===== config.mk =====
export PLATFORM = sky130hd
export DESIGN_NAME = preemptive_priority_scheduler_core_flat
export DESIGN_NICKNAME = d
export VERILOG_FILES = /design/src/rtl/core/ppsc_pkg.sv /design/src/rtl/core/ppsc_req_if.sv /design/src/rtl/core/ppsc_res_if.sv /design/src/rtl/core/ppsc_ram.sv /design/src/rtl/core/preemptive_priority_scheduler_core.sv /design/src/flat_wrapper.sv
export VERILOG_INCLUDE_DIRS = /design/src /design/src/rtl/core
export SDC_FILE = /design/constraint.sdc
export NUM_CORES = 2
export LEC_CHECK = 0
export BUFFER_PORTS_ARGS = -buffer_cell sky130_fd_sc_hd__buf_2
export CORE_ASPECT_RATIO = 0.75
export CORE_UTILIZATION = 55
export DETAILED_ROUTE_END_ITERATION = 7
export PLACE_DENSITY = 0.76
export SLEW_MARGIN = 20
export SYNTH_ARGS = -nofsm -noshare
export SYNTH_HDL_FRONTEND = slang
export SYNTH_SLANG_ARGS = --single-unit
export TNS_END_PERCENT = 10

===== constraint.sdc =====
create_clock -name clk -period 13.95 [get_ports clk]
set_clock_uncertainty 0.1 [all_clocks]
set_input_delay 2.79 -clock clk [delete_from_list [all_inputs] [get_ports clk]]
set_output_delay 2.79 -clock clk [all_outputs]
set_load 0.005 [all_outputs]

===== src/rtl/core/assert_macros.svh =====
// ----------------------------------------------------------------------------
// Assertion macros
// Shared concurrent assertion shorthands, clocked on clk and disabled in reset.
// ----------------------------------------------------------------------------
`ifndef ASSERT_MACROS_SVH
`define ASSERT_MACROS_SVH

// The condition holds at every clock edge.
`define PPSC_ASSERT(label, expr) \
    label: assert property (@(posedge clk) disable iff (!rst_n) (expr)) \
        else $error("ppsc: invariant violated");

// The consequent holds in the same cycle as the antecedent.
`define PPSC_ASSERT_IMP(label, ante, cons) \
    label: assert property (@(posedge clk) disable iff (!rst_n) (ante) |-> (cons)) \
        else $error("ppsc: implication violated");

// The consequent holds in the cycle after the antecedent.
`define PPSC_ASSERT_NEXT(label, ante, cons) \
    label: assert property (@(posedge clk) disable iff (!rst_n) (ante) |=> (cons)) \
        else $error("ppsc: next-cycle implication violated");

`endif


===== src/rtl/core/ppsc_pkg.sv =====
// ----------------------------------------------------------------------------
// ppsc_pkg
// Shared constants and types of the preemptive priority scheduler core.
// ----------------------------------------------------------------------------
package ppsc_pkg;

    localparam int MAX_TASKS_DEF = 16;
    localparam int TIME_BITS_DEF = 16;
    localparam int PRIO_BITS_DEF = 8;
    localparam int ID_BITS_DEF   = $clog2(MAX_TASKS_DEF + 1);

    // Request operation codes.
    typedef enum logic [0:0] {
        ACT_LOAD = 1'b0,
        ACT_TICK = 1'b1
    } action_t;

endpackage


===== src/rtl/core/ppsc_req_if.sv =====
// ----------------------------------------------------------------------------
// ppsc_req_if
// Request channel: load a task or advance time by one tick.
// ----------------------------------------------------------------------------
interface ppsc_req_if #(
    parameter int TIME_BITS = ppsc_pkg::TIME_BITS_DEF,
    parameter int PRIO_BITS = ppsc_pkg::PRIO_BITS_DEF
);
    logic                    valid;
    logic                    ready;
    ppsc_pkg::action_t       action;
    logic [TIME_BITS-1:0]    arrival_time;
    logic [TIME_BITS-1:0]    burst_length;
    logic [PRIO_BITS-1:0]    priority_level;

    modport source (
        output valid, action, arrival_time, burst_length, priority_level,
        input  ready
    );

    modport sink (
        input  valid, action, arrival_time, burst_length, priority_level,
        output ready
    );
endinterface


===== src/rtl/core/ppsc_res_if.sv =====
// ----------------------------------------------------------------------------
// ppsc_res_if
// Result channel: one item per tick request.
// ----------------------------------------------------------------------------
interface ppsc_res_if #(
    parameter int ID_BITS   = ppsc_pkg::ID_BITS_DEF,
    parameter int TIME_BITS = ppsc_pkg::TIME_BITS_DEF
);
    logic                    valid;
    logic                    ready;
    logic [ID_BITS-1:0]      ran_id;
    logic                    segment_start;
    logic                    finished;
    logic [TIME_BITS-1:0]    turnaround;
    logic [TIME_BITS-1:0]    waiting;
    logic                    all_done;

    modport source (
        output valid, ran_id, segment_start, finished, turnaround, waiting, all_done,
        input  ready
    );

    modport sink (
        input  valid, ran_id, segment_start, finished, turnaround, waiting, all_done,
        output ready
    );
endinterface


===== src/rtl/core/ppsc_ram.sv =====
// ----------------------------------------------------------------------------
// ppsc_ram
// Generic single-write, single-read synchronous RAM with registered read data.
// ----------------------------------------------------------------------------
module ppsc_ram #(
    parameter int WIDTH = 8,
    parameter int DEPTH = 16
) (
    input  logic                     clk,
    input  logic                     we,
    input  logic [$clog2(DEPTH)-1:0] waddr,
    input  logic [WIDTH-1:0]         wdata,
    input  logic                     re,
    input  logic [$clog2(DEPTH)-1:0] raddr,
    output logic [WIDTH-1:0]         rdata
);
    logic [WIDTH-1:0] mem [DEPTH];

    always_ff @(posedge clk)
    begin
        if (we)
        begin
            mem[waddr] <= wdata;
        end
        if (re)
        begin
            rdata <= mem[raddr];
        end
    end
endmodule


===== src/rtl/core/preemptive_priority_scheduler_core.sv =====
// ----------------------------------------------------------------------------
// preemptive_priority_scheduler_core
// Preemptive priority scheduler that runs one time unit per tick request.
// A load request appends a task (arrival, burst, priority) to a task RAM; its
// id is its load order plus one, and loads beyond MAX_TASKS are dropped. A
// tick request scans the loaded entries through the RAM's single read port,
// one entry per cycle, picks the arrived, unfinished task with the lowest
// priority value (lowest id on a tie), then writes back its decremented
// remaining time and returns one result. No new request is taken while a
// tick scans or writes back. The result sits in an output register, so new
// requests are taken while it waits; a following tick only stalls in its
// write-back step until the previous result has been taken.
// Time starts at zero and saturates at its maximum, as does the turnaround.
// ----------------------------------------------------------------------------
`include "assert_macros.svh"

module preemptive_priority_scheduler_core #(
    parameter int MAX_TASKS = ppsc_pkg::MAX_TASKS_DEF,
    parameter int TIME_BITS = ppsc_pkg::TIME_BITS_DEF,
    parameter int PRIO_BITS = ppsc_pkg::PRIO_BITS_DEF
) (
    input  logic         clk,
    input  logic         rst_n,
    ppsc_req_if.sink     req,
    ppsc_res_if.source   res
);
    import ppsc_pkg::*;

    localparam int ID_BITS    = $clog2(MAX_TASKS + 1);
    localparam int ADDR_BITS  = $clog2(MAX_TASKS);
    localparam int ENTRY_BITS = 3 * TIME_BITS + PRIO_BITS;
    localparam int REM_LSB    = 0;
    localparam int PRIO_LSB   = TIME_BITS;
    localparam int BURST_LSB  = TIME_BITS + PRIO_BITS;
    localparam int ARR_LSB    = 2 * TIME_BITS + PRIO_BITS;
    localparam logic [TIME_BITS-1:0] TIME_MAX = {TIME_BITS{1'b1}};

    typedef enum logic [1:0] {
        S_IDLE,
        S_SCAN,
        S_UPDATE
    } state_t;

    state_t                 state_reg, state_next;
    logic [ID_BITS-1:0]     loaded_count_reg, loaded_count_next;
    logic [ID_BITS-1:0]     finished_count_reg, finished_count_next;
    logic [TIME_BITS-1:0]   current_time_reg, current_time_next;
    logic [ID_BITS-1:0]     previous_id_reg, previous_id_next;
    logic [ID_BITS-1:0]     scan_idx_reg, scan_idx_next;
    logic [ADDR_BITS-1:0]   data_idx_reg, data_idx_next;
    logic                   found_reg, found_next;
    logic [ADDR_BITS-1:0]   best_idx_reg, best_idx_next;
    logic [TIME_BITS-1:0]   best_arr_reg, best_arr_next;
    logic [TIME_BITS-1:0]   best_burst_reg, best_burst_next;
    logic [PRIO_BITS-1:0]   best_prio_reg, best_prio_next;
    logic [TIME_BITS-1:0]   best_rem_reg, best_rem_next;

    logic                   res_valid_reg, res_valid_next;
    logic [ID_BITS-1:0]     res_id_reg, res_id_next;
    logic                   res_seg_reg, res_seg_next;
    logic                   res_fin_reg, res_fin_next;
    logic [TIME_BITS-1:0]   res_turn_reg, res_turn_next;
    logic [TIME_BITS-1:0]   res_wait_reg, res_wait_next;
    logic                   res_all_reg, res_all_next;

    logic                   ram_we;
    logic [ADDR_BITS-1:0]   ram_waddr;
    logic [ENTRY_BITS-1:0]  ram_wdata;
    logic                   ram_re;
    logic [ADDR_BITS-1:0]   ram_raddr;
    logic [ENTRY_BITS-1:0]  ram_rdata;

    logic [TIME_BITS-1:0]   rd_arr, rd_burst, rd_rem;
    logic [PRIO_BITS-1:0]   rd_prio;
    logic                   rd_better;
    logic                   data_last;
    logic                   table_full;
    logic [TIME_BITS-1:0]   rem_dec;
    logic [TIME_BITS:0]     turn_full;
    logic [TIME_BITS-1:0]   turn_sat;
    logic [TIME_BITS-1:0]   wait_val;
    logic                   task_done;
    logic [ID_BITS-1:0]     run_id;
    logic                   update_fire;

    ppsc_ram #(
        .WIDTH (ENTRY_BITS),
        .DEPTH (MAX_TASKS)
    ) u_task_ram (
        .clk   (clk),
        .we    (ram_we),
        .waddr (ram_waddr),
        .wdata (ram_wdata),
        .re    (ram_re),
        .raddr (ram_raddr),
        .rdata (ram_rdata)
    );

    assign rd_arr   = ram_rdata[ARR_LSB   +: TIME_BITS];
    assign rd_burst = ram_rdata[BURST_LSB +: TIME_BITS];
    assign rd_prio  = ram_rdata[PRIO_LSB  +: PRIO_BITS];
    assign rd_rem   = ram_rdata[REM_LSB   +: TIME_BITS];

    // Strict compare keeps the earliest id on a priority tie, since the scan ascends.
    assign rd_better = (rd_arr <= current_time_reg) && (rd_rem != '0)
                       && (!found_reg || (rd_prio < best_prio_reg));
    assign data_last  = ((ID_BITS'(data_idx_reg) + ID_BITS'(1)) == loaded_count_reg);
    assign table_full = (loaded_count_reg == ID_BITS'(MAX_TASKS));

    // The chosen task has arrived, so the turnaround is at least one.
    assign rem_dec   = best_rem_reg - TIME_BITS'(1);
    assign turn_full = ({1'b0, current_time_reg} + (TIME_BITS + 1)'(1)) - {1'b0, best_arr_reg};
    assign turn_sat  = turn_full[TIME_BITS] ? TIME_MAX : turn_full[TIME_BITS-1:0];
    assign wait_val  = (turn_sat >= best_burst_reg) ? (turn_sat - best_burst_reg) : '0;
    assign task_done = found_reg && (rem_dec == '0);
    assign run_id    = found_reg ? (ID_BITS'(best_idx_reg) + ID_BITS'(1)) : '0;

    assign update_fire = (state_reg == S_UPDATE) && (!res_valid_reg || res.ready);

    assign req.ready         = (state_reg == S_IDLE);
    assign res.valid         = res_valid_reg;
    assign res.ran_id        = res_id_reg;
    assign res.segment_start = res_seg_reg;
    assign res.finished      = res_fin_reg;
    assign res.turnaround    = res_turn_reg;
    assign res.waiting       = res_wait_reg;
    assign res.all_done      = res_all_reg;

    always_comb
    begin
        state_next          = state_reg;
        loaded_count_next   = loaded_count_reg;
        finished_count_next = finished_count_reg;
        current_time_next   = current_time_reg;
        previous_id_next    = previous_id_reg;
        scan_idx_next       = scan_idx_reg;
        data_idx_next       = data_idx_reg;
        found_next          = found_reg;
        best_idx_next       = best_idx_reg;
        best_arr_next       = best_arr_reg;
        best_burst_next     = best_burst_reg;
        best_prio_next      = best_prio_reg;
        best_rem_next       = best_rem_reg;
        res_valid_next      = res_valid_reg && !res.ready;
        res_id_next         = res_id_reg;
        res_seg_next        = res_seg_reg;
        res_fin_next        = res_fin_reg;
        res_turn_next       = res_turn_reg;
        res_wait_next       = res_wait_reg;
        res_all_next        = res_all_reg;

        ram_we    = 1'b0;
        ram_waddr = best_idx_reg;
        ram_wdata = {best_arr_reg, best_burst_reg, best_prio_reg, rem_dec};
        ram_re    = 1'b0;
        ram_raddr = scan_idx_reg[ADDR_BITS-1:0];

        unique case (state_reg)
            S_IDLE:
            begin
                if (req.valid)
                begin
                    if (req.action == ACT_LOAD)
                    begin
                        if (!table_full)
                        begin
                            ram_we    = 1'b1;
                            ram_waddr = loaded_count_reg[ADDR_BITS-1:0];
                            ram_wdata = {req.arrival_time, req.burst_length,
                                         req.priority_level, req.burst_length};
                            loaded_count_next = loaded_count_reg + ID_BITS'(1);
                            if (req.burst_length == '0)
                            begin
                                finished_count_next = finished_count_reg + ID_BITS'(1);
                            end
                        end
                    end
                    else
                    begin
                        found_next = 1'b0;
                        if (loaded_count_reg == '0)
                        begin
                            state_next = S_UPDATE;
                        end
                        else
                        begin
                            ram_re        = 1'b1;
                            ram_raddr     = '0;
                            scan_idx_next = ID_BITS'(1);
                            data_idx_next = '0;
                            state_next    = S_SCAN;
                        end
                    end
                end
            end

            S_SCAN:
            begin
                if (rd_better)
                begin
                    found_next      = 1'b1;
                    best_idx_next   = data_idx_reg;
                    best_arr_next   = rd_arr;
                    best_burst_next = rd_burst;
                    best_prio_next  = rd_prio;
                    best_rem_next   = rd_rem;
                end
                if (scan_idx_reg < loaded_count_reg)
                begin
                    ram_re        = 1'b1;
                    scan_idx_next = scan_idx_reg + ID_BITS'(1);
                end
                data_idx_next = data_idx_reg + ADDR_BITS'(1);
                if (data_last)
                begin
                    state_next = S_UPDATE;
                end
            end

            S_UPDATE:
            begin
                if (update_fire)
                begin
                    ram_we = found_reg;
                    if (task_done)
                    begin
                        finished_count_next = finished_count_reg + ID_BITS'(1);
                    end
                    res_valid_next = 1'b1;
                    res_id_next    = run_id;
                    res_seg_next   = (run_id != previous_id_reg);
                    res_fin_next   = task_done;
                    res_turn_next  = task_done ? turn_sat : '0;
                    res_wait_next  = task_done ? wait_val : '0;
                    res_all_next   = (finished_count_next >= loaded_count_reg);
                    previous_id_next = run_id;
                    if (current_time_reg != TIME_MAX)
                    begin
                        current_time_next = current_time_reg + TIME_BITS'(1);
                    end
                    state_next = S_IDLE;
                end
            end

            default:
            begin
                state_next = S_IDLE;
            end
        endcase
    end

    always_ff @(posedge clk or negedge rst_n)
    begin
        if (!rst_n)
        begin
            state_reg          <= S_IDLE;
            loaded_count_reg   <= '0;
            finished_count_reg <= '0;
            current_time_reg   <= '0;
            previous_id_reg    <= '0;
            scan_idx_reg       <= '0;
            data_idx_reg       <= '0;
            found_reg          <= 1'b0;
            best_idx_reg       <= '0;
            best_arr_reg       <= '0;
            best_burst_reg     <= '0;
            best_prio_reg      <= '0;
            best_rem_reg       <= '0;
            res_valid_reg      <= 1'b0;
            res_id_reg         <= '0;
            res_seg_reg        <= 1'b0;
            res_fin_reg        <= 1'b0;
            res_turn_reg       <= '0;
            res_wait_reg       <= '0;
            res_all_reg        <= 1'b0;
        end
        else
        begin
            state_reg          <= state_next;
            loaded_count_reg   <= loaded_count_next;
            finished_count_reg <= finished_count_next;
            current_time_reg   <= current_time_next;
            previous_id_reg    <= previous_id_next;
            scan_idx_reg       <= scan_idx_next;
            data_idx_reg       <= data_idx_next;
            found_reg          <= found_next;
            best_idx_reg       <= best_idx_next;
            best_arr_reg       <= best_arr_next;
            best_burst_reg     <= best_burst_next;
            best_prio_reg      <= best_prio_next;
            best_rem_reg       <= best_rem_next;
            res_valid_reg      <= res_valid_next;
            res_id_reg         <= res_id_next;
            res_seg_reg        <= res_seg_next;
            res_fin_reg        <= res_fin_next;
            res_turn_reg       <= res_turn_next;
            res_wait_reg       <= res_wait_next;
            res_all_reg        <= res_all_next;
        end
    end

    `PPSC_ASSERT(a_fin_le_loaded, finished_count_reg <= loaded_count_reg)
    `PPSC_ASSERT_IMP(a_read_in_range, ram_re, ID_BITS'(ram_raddr) < loaded_count_reg)
    `PPSC_ASSERT_IMP(a_write_state, ram_we, state_reg == S_IDLE || state_reg == S_UPDATE)
    `PPSC_ASSERT_IMP(a_fin_has_id, res_valid_reg && res_fin_reg, res_id_reg != '0)
    `PPSC_ASSERT_NEXT(a_update_result, update_fire, state_reg == S_IDLE && res_valid_reg)

endmodule


===== src/flat_wrapper.sv =====
// flat-port wrapper written by rule: the top's interface ports become plain ports
module preemptive_priority_scheduler_core_flat import ppsc_pkg::*;
#(
    parameter int MAX_TASKS = ppsc_pkg::MAX_TASKS_DEF,
    parameter int TIME_BITS = ppsc_pkg::TIME_BITS_DEF,
    parameter int PRIO_BITS = ppsc_pkg::PRIO_BITS_DEF
)
  (clk, rst_n, req_valid, req_action, req_arrival_time, req_burst_length, req_priority_level, req_ready, res_valid, res_ran_id, res_segment_start, res_finished, res_turnaround, res_waiting, res_all_done, res_ready);
  ppsc_req_if #(.TIME_BITS(TIME_BITS), .PRIO_BITS(PRIO_BITS)) req_i ();
  ppsc_res_if #(.TIME_BITS(TIME_BITS)) res_i ();
  input  logic clk;
  input  logic rst_n;
  input wire logic [$bits(req_i.valid)-1:0] req_valid;
  input wire logic [$bits(req_i.action)-1:0] req_action;
  input wire logic [$bits(req_i.arrival_time)-1:0] req_arrival_time;
  input wire logic [$bits(req_i.burst_length)-1:0] req_burst_length;
  input wire logic [$bits(req_i.priority_level)-1:0] req_priority_level;
  output wire logic [$bits(req_i.ready)-1:0] req_ready;
  output wire logic [$bits(res_i.valid)-1:0] res_valid;
  output wire logic [$bits(res_i.ran_id)-1:0] res_ran_id;
  output wire logic [$bits(res_i.segment_start)-1:0] res_segment_start;
  output wire logic [$bits(res_i.finished)-1:0] res_finished;
  output wire logic [$bits(res_i.turnaround)-1:0] res_turnaround;
  output wire logic [$bits(res_i.waiting)-1:0] res_waiting;
  output wire logic [$bits(res_i.all_done)-1:0] res_all_done;
  input wire logic [$bits(res_i.ready)-1:0] res_ready;
  assign req_i.valid = req_valid;
  assign req_i.action = req_action;
  assign req_i.arrival_time = req_arrival_time;
  assign req_i.burst_length = req_burst_length;
  assign req_i.priority_level = req_priority_level;
  assign req_ready = req_i.ready;
  assign res_valid = res_i.valid;
  assign res_ran_id = res_i.ran_id;
  assign res_segment_start = res_i.segment_start;
  assign res_finished = res_i.finished;
  assign res_turnaround = res_i.turnaround;
  assign res_waiting = res_i.waiting;
  assign res_all_done = res_i.all_done;
  assign res_i.ready = res_ready;
  preemptive_priority_scheduler_core #(.MAX_TASKS(MAX_TASKS), .TIME_BITS(TIME_BITS), .PRIO_BITS(PRIO_BITS)) u_core (.clk(clk), .rst_n(rst_n), .req(req_i), .res(res_i));
endmodule

==> flow_metrics.tcl <==
set metrics [dict create \
    outcome "finished, final reports clean" \
    viasPerCell 6.46 \
    route.vias.total 26984 \
    yosysSeqAreaShare_pct 70.1 \
    power_density_nw_per_um2 220 \
    nNetsFinal 3113 \
    yosys_most_used_dff "edfxtp_1" \
    drt_wl_total_um 115000 \
    syn2layout_area_growth_pct 11.3 \
    required_ns 14.14 \
    dp_cells 3992 \
    globalplace.congestion 0.912 \
    clock_latency_ns 0.67 \
    grtUsageTotal_pct 27.2 \
    maxSlewHeadroom_pct 22.0 \
    post_cts_buffers 0 \
    hold_end "u_core.res.finished$_DFFE_PN0P_" \
    portBuffers 86 \
    row_count 91 \
    hold_path_depth 2 \
    grt_overflow 0 \
    largest-register "u_core.u_task_ram.mem" \
    critPathCaptureType "flop" \
    cts_root_buf "clkbuf_16" \
    synth_cell_types 69 \
    r2r-start "u_core.current_time_reg[7]$_DFFE_PN0P_" \
    clockBufferDepth 3 \
    drtIter0Drc 3193 \
    reg_top3 "u_core.u_task_ram.mem (896), u_core.u_task_ram.rdata (56)" \
    synth-simple-area-share_pct 4.88 \
    final_hold_viol_count 0 \
    async_reset_ff_share_pct 12.7 \
    die_h_um 252 \
    ios 87 \
    reg2reg_slack_ns 8.07 \
    htree_levels 3 \
    vdd_ir_drop_max_uv 155 \
    reg2reg_to "u_core.res.waiting[6]$_DFFE_PN0P_" \
    synth_area_sq_um 45700 \
    core-area_sq_um 82200 \
    synth-adder-area-share_pct 2.50 \
    max_slew.worst_pin.slew_ns 1.17 \
    rr_worst_depth 16 \
    synth_top_family_by_area "multiplexers" \
    worst_ep_arrival_time_ns 6.76 \
    crit_path_start_kind "input port" \
    holdCritStartpoint "u_core.res.finished$_DFFE_PN0P_" \
    synth_mux_area_share_pct 12.4 \
    largest_register_ffs 896 \
    tritoncts "built" \
    leakage_uw 0.0178 \
    ys_warn_count 0 \
    drive_above_1_share_pct 21.2 \
    period_share_pct 47.1 \
    synth_edf_count 952 \
    crit_type "in2reg" \
    die_w_um 335 \
    clock-sinks 1091 \
    drcViolationCount 0 \
    ctsHoldBuffers 0 \
    cp_max_fo 78 \
    synth-seq-cells 1091 \
    first_pass_iters 6 \
    cts_buffers 100 \
    syn_nets 2999 \
    grt_pass1_wl_um 170000 \
    hp-class "reg2reg" \
    synthCells 2864 \
    grt_max_degree 100 \
    grt_pass1_vias 26926 \
    fin_tns_setup_ns 0 \
    antenna_left 0 \
    synth-xor-area-share_pct 1.46 \
    synth_compound_area_share_pct 6.57 \
    final_cells 4175 \
    die_area_sq_um 84300 \
    cap_violations 0 \
    utilization_pct 61.9 \
    grt_antenna_before_repair 3 \
    syn_avg_cell_area_sq_um 16.0 \
    post_cts_resized 0 \
    wl_per_cell_um 27.4 \
    fmaxAchievable_mhz 152 \
    setup_violations 0 \
    place_hpwl_um 65300 \
    fin_crit_ns 6.57 \
    cts.clk_slew.worst_paths_ns 0.06 \
    diodes 0 \
    rsz0062_at_grt "false" \
    report.final.slew_viol_count 0 \
    initial_core_util_pct 55.6 \
]
[power by group]
part,switching [uW],internal [uW]
registers,338,4480
clock network,1200,1460
logic,2350,1340
[cells in the mapped netlist (14+ instances only)]
master	count	area, sq um
o21ai_0	92	460
nor3_1	25	125
nand2_1	245	920
nand3_1	24	120
inv_1	82	308
nor2_1	120	450
xor2_1	27	236
a22o_1	14	123
nor2b_1	16	100
ha_1	88	1100
mux4_2	112	2520
o31ai_1	22	165
dfrtp_1	139	3480
o22ai_1	115	719
a211oi_1	59	443
a21oi_1	32	160
mux2_2	173	1950
mux2i_1	117	1170
xnor2_1	49	429
edfxtp_1	952	28600
clkbuf_1	114	428
a31oi_1	68	425
buf_2	24	120
[cells in the final DEF (no fill, tap or decap), types with 59 or more instances in the layout]
master / instances
buf_2: 85
o22ai_1: 115
inv_1: 82
nand2_1: 241
mux2i_1: 117
a211oi_1: 59
o21ai_0: 78
nor2_1: 108
edfxtp_1: 952
ha_1: 88
mux2_2: 173
clkbuf_16: 100
buf_4: 81
a31oi_1: 68
mux4_2: 112
dfrtp_1: 137
[per-stage QoR]
step	power (uW)	cell area [sq um]	hold slack, ns	worst slack [ns]
floorplan	7200	45700	0.354	5.53
global placement	8290	47700	0.346	6.99
detailed placement	8480	47700	0.362	6.75
CTS	11100	50900	0.376	7.46
global route	11600	50900	0.395	7.30
finish	11200	50900	0.376	7.38
[cell families after synthesis]
kind of cell	Yosys count
multiplexers	403
flip-flops	1091
XOR/XNOR	76
buffers and inverters	238
AND/OR/NAND/NOR	503
adder cells (fa/ha/maj)	90
AO/OA/AOI/OAI	463
[critical path, stage by stage]
cell and delay (ns):
buf_2 0.11, a311oi_1 0.44, and2_4 0.43, buf_4 0.75, a31oi_1 0.52, nor2_4 0.92, buf_4 0.72
[worst max path at each step]
stage                     startpoint                                endpoint  depth (start not counted)
after global placement     req_valid  u_core.u_task_ram.mem[1][53]$_DFFE_PP_                          9
after detailed placement  req_action  u_core.u_task_ram.mem[1][53]$_DFFE_PP_                          8
after global routing      req_action  u_core.u_task_ram.mem[1][32]$_DFFE_PP_                          8
final                     req_action  u_core.u_task_ram.mem[5][46]$_DFFE_PP_                          7
after floorplan           req_action   u_core.u_task_ram.mem[4][0]$_DFFE_PP_                          6
after CTS                 req_action  u_core.u_task_ram.mem[1][32]$_DFFE_PP_                          8
[routing by layer]
metal  global-route usage (%)  vias to the layer above  routed length, um
li1                         -                    11346                  -
met1                     38.6                    13840              45700
met2                     42.5                     1572              52900
met3                     5.72                      220              12500
met4                     8.81                        6               3430
met5                        0                        -                 45
[layout make-up]
class / count / area [sq um]
sequential: 1091 / 32100
fill: 5709 / 31300
multi-input combinational: 1535 / 12900
clock buffer: 125 / 2650
tap: 1116 / 1400
timing repair buffer: 168 / 1060
clock inverter: 58 / 512
inverter: 82 / 308
No activity file was read; power rests on OpenSTA's default activity.
